## src/design/smpq_pkg.sv

```systemverilog
`timescale 1ns / 1ps
`default_nettype none

package smpq_pkg;

  localparam int KEY_W   = 32;
  localparam int SEQ_W   = 32;
  localparam int ENTRY_W = KEY_W + SEQ_W;

  // Flip the sign bit so unsigned order of the stored key equals signed order.
  localparam logic [KEY_W-1:0] SIGN_FLIP = 32'h8000_0000;

  localparam logic CMD_PUSH = 1'b0;
  localparam logic CMD_POP  = 1'b1;

  typedef enum logic [1:0] {
    STAT_OK    = 2'd0,
    STAT_EMPTY = 2'd1,
    STAT_FULL  = 2'd2
  } status_t;

  typedef struct packed {
    logic                    cmd;
    logic signed [KEY_W-1:0] key_in;
  } in_t;

  typedef struct packed {
    logic signed [KEY_W-1:0] popped_key;
    logic [1:0]              status;
    logic [7:0]              entries_now;
    logic signed [KEY_W-1:0] smallest_key;
  } out_t;

  // Heap entry: biased key above sequence number, compared as one unsigned word.
  typedef struct packed {
    logic [KEY_W-1:0] kb;
    logic [SEQ_W-1:0] seq;
  } entry_t;

  // Controller to datapath commands.
  typedef struct packed {
    logic    accept;
    logic    push_go;
    logic    pop_go;
    logic    up_rd;
    logic    up_move;
    logic    up_place;
    logic    last_rd;
    logic    last_ld;
    logic    dn_rd;
    logic    dn_move;
    logic    dn_place;
    logic    report;
    status_t status;
  } ctl_t;

  // Datapath to controller status.
  typedef struct packed {
    logic full;
    logic empty;
    logic pos_zero;
    logic parent_gt;
    logic left_out;
    logic child_lt;
  } sts_t;

endpackage

`default_nettype wire

```

## src/design/smpq_ctrl.sv

```systemverilog
`timescale 1ns / 1ps
`default_nettype none

module smpq_ctrl import smpq_pkg::*; (
  input  wire logic clk,
  input  wire logic rst_n,
  input  wire logic start,
  input  wire logic in_cmd,
  input  wire sts_t sts,
  output ctl_t      ctl,
  output logic      busy,
  output logic      out_valid
);

  typedef enum logic [3:0] {
    S_IDLE,
    S_UP_CHK,
    S_UP_CMP,
    S_LAST_RD,
    S_LAST_LD,
    S_DN_CHK,
    S_DN_CMP,
    S_REPORT
  } state_t;

  state_t  state_r, state_nxt;
  status_t st_r, st_nxt;
  logic    out_valid_r;

  always_comb begin
    state_nxt = state_r;
    st_nxt    = STAT_OK;
    ctl       = '0;
    ctl.status = st_r;
    unique case (state_r)
      S_IDLE: begin
        if (start) begin
          ctl.accept = 1'b1;
          if (in_cmd == CMD_PUSH) begin
            if (sts.full) begin
              st_nxt    = STAT_FULL;
              state_nxt = S_REPORT;
            end else begin
              ctl.push_go = 1'b1;
              state_nxt   = S_UP_CHK;
            end
          end else begin
            if (sts.empty) begin
              st_nxt    = STAT_EMPTY;
              state_nxt = S_REPORT;
            end else begin
              ctl.pop_go = 1'b1;
              state_nxt  = S_LAST_RD;
            end
          end
        end
      end
      S_UP_CHK: begin
        if (sts.pos_zero) begin
          ctl.up_place = 1'b1;
          state_nxt    = S_REPORT;
        end else begin
          ctl.up_rd = 1'b1;
          state_nxt = S_UP_CMP;
        end
      end
      S_UP_CMP: begin
        if (sts.parent_gt) begin
          ctl.up_move = 1'b1;
          state_nxt   = S_UP_CHK;
        end else begin
          ctl.up_place = 1'b1;
          state_nxt    = S_REPORT;
        end
      end
      S_LAST_RD: begin
        // Count is already decremented: the last entry sits at slot count.
        if (sts.empty) begin
          state_nxt = S_REPORT;
        end else begin
          ctl.last_rd = 1'b1;
          state_nxt   = S_LAST_LD;
        end
      end
      S_LAST_LD: begin
        ctl.last_ld = 1'b1;
        state_nxt   = S_DN_CHK;
      end
      S_DN_CHK: begin
        if (sts.left_out) begin
          ctl.dn_place = 1'b1;
          state_nxt    = S_REPORT;
        end else begin
          ctl.dn_rd = 1'b1;
          state_nxt = S_DN_CMP;
        end
      end
      S_DN_CMP: begin
        if (sts.child_lt) begin
          ctl.dn_move = 1'b1;
          state_nxt   = S_DN_CHK;
        end else begin
          ctl.dn_place = 1'b1;
          state_nxt    = S_REPORT;
        end
      end
      S_REPORT: begin
        ctl.report = 1'b1;
        state_nxt  = S_IDLE;
      end
      default: begin
        state_nxt = S_IDLE;
      end
    endcase
  end

  always_ff @(posedge clk) begin
    if (!rst_n) begin
      state_r     <= S_IDLE;
      st_r        <= STAT_OK;
      out_valid_r <= 1'b0;
    end else begin
      state_r     <= state_nxt;
      out_valid_r <= ctl.report;
      if (ctl.accept) begin
        st_r <= st_nxt;
      end
    end
  end

  assign busy      = state_r != S_IDLE;
  assign out_valid = out_valid_r;

endmodule

`default_nettype wire

```

## config.mk

```make
export PLATFORM = sky130hd
export DESIGN_NAME = smpq_ctrl
export DESIGN_NICKNAME = d
export VERILOG_FILES = /design/src/design/smpq_pkg.sv /design/src/design/smpq_ctrl.sv
export SDC_FILE = /design/constraint.sdc
export NUM_CORES = 1
export LEC_CHECK = 0
export BUFFER_PORTS_ARGS = -buffer_cell sky130_fd_sc_hd__buf_4
export CORE_AREA = 4 4 41 43
export CTS_BUF_LIST = sky130_fd_sc_hd__clkbuf_16
export CTS_CLUSTER_DIAMETER = 30
export DETAILED_ROUTE_END_ITERATION = 12
export DIE_AREA = 0 0 45 47
export PLACE_DENSITY = 0.72
export SYNTH_ARGS = -nofsm -noshare
export SYNTH_HDL_FRONTEND = slang
export SYNTH_SLANG_ARGS = --single-unit
```

## constraint.sdc

```tcl
create_clock -name clk -period 1.27 [get_ports clk]
set_input_delay 0.254 -clock clk [delete_from_list [all_inputs] [get_ports clk]]
set_output_delay 0.254 -clock clk [all_outputs]
set_load 0.02 [all_outputs]
```

==> impl_metrics.json <==
{
  "postRouteAntennaNets": 0,
  "worst_reg_to_reg_setup_slack_ns": -0.14,
  "largest_net_degree_at_the_start_of_global_routing": 8,
  "via_count": 622,
  "clk_latency_ns": 0.23,
  "die_area_um2": 2120,
  "timing.setup.critical_path_class": "register to output port",
  "ys_seq_area_frac": 0.277,
  "finalHoldViolations": 0,
  "dpl_cell_area_um2": 774,
  "die_w_um": 45,
  "rr_startpoint": "state_r[1]$_SDFFE_PN0P_",
  "hold_slack_ns": 0.274,
  "clkSinkCount": 6,
  "worst_setup_hold_path_clk_slew_ns": 0.03,
  "firstDrtPassIters": 4,
  "layout.cells.most_common_list": "31 x sky130_fd_sc_hd__buf_4, 15 x sky130_fd_sc_hd__buf_6",
  "cts.htree.levels": 1,
  "power.density_nw_per_um2": 2040,
  "mostFrequentLayoutCell": "sky130_fd_sc_hd__buf_4",
  "post-route-min-period_ns": 1.69,
  "postLayoutSetupSlackWorst_ns": -0.424,
  "cts_buffer_depth": 2,
  "num-nets-final": 113,
  "number_of_warnings_printed_during_yosys_synthesis": 0,
  "grt_setup_unrepaired": "true",
  "io_pins": 26,
  "antenna-diode-count": 0,
  "finalClockSkew_ns": 0.00327,
  "drive_above_1_share": 0.772,
  "worstPathMaxFanout": 3,
  "worstHoldStart": "rst_n",
  "clock_buffers_created_by_tritoncts": 3,
  "port_buffers": 25,
  "root_buffer": "sky130_fd_sc_hd__clkbuf_16",
  "final-setup-viol-count": 18,
  "fp.coreArea_um2": 1300,
  "place_inst": 102,
  "vdd_drop_max_uv": 1360,
  "routed_via_density": 5.36,
  "synthArstFlopShare": 0,
  "run_status": "finished, violations left",
  "post-dp-hpwl_mm": 1.02,
  "synth_cells": 54,
  "antenna_violations_before_repair": 0,
  "syn2layout_area_growth_pct": 146,
  "routabilityCongestion": 0.811,
  "max-slew-margin-rel": 0.793,
  "final_util": 0.820,
  "grt_pass1_vias": 637,
  "initial_core_util": 0.334,
  "grt_remaining_overflow": 0,
  "post_synth_edffs": 0,
  "cellLeakagePower_uw": 0.000482,
  "rows": 13,
  "cts_tree": "built",
  "drv_cap": 0,
  "crit-reg2reg-capture": "state_r[1]$_SDFFE_PN0P_",
  "worst_r2r_path_depth": 6,
  "remaining_drc_errors": 0,
  "route.detailed.wl_per_inst_um": 15.4,
  "number_of_design_rule_violations_left_by_the_first_detailed_router_iteration": 10,
  "transition_time_of_the_tightest_slew_check_pin_ns": 0.308,
  "cts_hold_buf": 0,
  "fraction_of_the_cycle_the_final_worst_path_needs": 1.33,
  "layout.cell_area.non_filler_um2": 1070,
  "crit_path_end_kind": "output port",
  "count_of_non_filler_cells_in_the_finished_layout": 116,
  "route.final.wire_length_mm": 1.78,
  "mappedNetlistArea_um2": 434,
  "global_route_total_usage_across_every_layer": 0.175,
  "grt_first_pass_wirelength_mm": 2.66,
  "timing.critical_path.arrival_ns": 1.44,
  "post_synth.cell_area_avg_um2": 8.04,
  "postSynthRegisterBits": 6,
  "final-max-slew-violation-count": 0,
  "yosysUniqueCellTypes": 28,
  "hold_path_class": "primary input to register",
  "synth.net_count": 64,
  "max_freq_ghz": 0.590,
  "setup.worst_path.start_class": "register",
  "violations": "negative setup slack",
  "worst_path_required_time_ns": 1.02,
  "cp_startpoint": "state_r[0]$_SDFFE_PN0P_",
  "dieHeight_um": 47,
  "worst_setup_path_endpoint": "ctl[11]",
  "synth-main-ff-cell": "sky130_fd_sc_hd__dfxtp_1"
}
## flip-flops by register name, indices dropped and copies added (netlist names)
register,cells
out_valid,1
st_r,2
state_r,3
## cells by family (layout without fill, tap and decap cells)
family / count (synthesis) / in the layout / synth area share
compound gates: 12 / 12 / 0.222
buf+inv: 6 / 53 / 0.0547
flops: 6 / 6 / 0.277
mux: 2 / 2 / 0.0461
simple gates: 28 / 28 / 0.401
## power by group
part / internal, uW / leakage (uW) / switching [uW]
Clock: 404 / 0.0000370 / 101
Combinational: 743 / 0.000395 / 664
Sequential: 239 / 0.0000500 / 29.0
## repair_timing
action,4_1_cts,5_1_grt
endpoints found under the setup margin,18,18
pin swaps,7,3
gates resized for setup,30,6
setup buffers,8,3
## how the worst min path moves through the flow
stage                            to  depth (start not counted)  slack [ns]
3_5_place_dp   st_r[0]$_SDFFE_PN0P_                          2        0.45
6_report       out_valid$_SDFF_PN0_                          2        0.27
4_1_cts        out_valid$_SDFF_PN0_                          2        0.27
2_1_floorplan  out_valid$_SDFF_PN0_                          1        0.38
5_1_grt        out_valid$_SDFF_PN0_                          2        0.29
3_3_place_gp   st_r[1]$_SDFFE_PN0P_                          2        0.44
## critical path, stage by stage (launching register included)
cell                      delay (ns)
sky130_fd_sc_hd__dfxtp_2        0.31
sky130_fd_sc_hd__or4b_4         0.58
sky130_fd_sc_hd__nor3b_4        0.19
sky130_fd_sc_hd__buf_6          0.14
## per-layer routing
metal  vias to the layer above  part of all wire  track usage
li1                        293                 -            -
met1                       306              0.39        0.188
met2                        21              0.54        0.314
met3                         2             0.058       0.0575
met4                         0             0.014       0.0760
met5                         -                 0            0
## area by class of cell
class / count / area [um^2]
Timing Repair Buffer: 47 / 417
Tap cell: 15 / 18.8
Fill cell: 71 / 234
Inverter: 3 / 21.3
Multi-Input combinational cell: 42 / 412
Clock buffer: 3 / 75.1
Sequential cell: 6 / 124
## Yosys cell counts (all sizes together), types with 2 or more instances
library cell / number / area (um^2)
clkbuf: 3 / 11.3
inv: 2 / 7.51
nor3: 4 / 20.0
a31oi: 2 / 12.5
nand3: 3 / 15.0
dfxtp: 6 / 120
a21boi: 2 / 15.0
nor3b: 4 / 30.0
or4b: 2 / 23.8
mux2i: 2 / 20.0
nand2: 6 / 22.5
nand3b: 2 / 15.0
a21oi: 2 / 10.0
## stage by stage
stage	worst slack, ns	setup TNS (ns)	total power, uW
after detailed placement	-0.206	-1.08	1170
after global placement	-0.192	-0.960	1160
after floorplan	-0.190	-0.518	799
after CTS	-0.434	-3.82	2040
final	-0.424	-3.94	2180
after global routing	-0.464	-4.74	2290
Power figures use the tool's default switching activity.
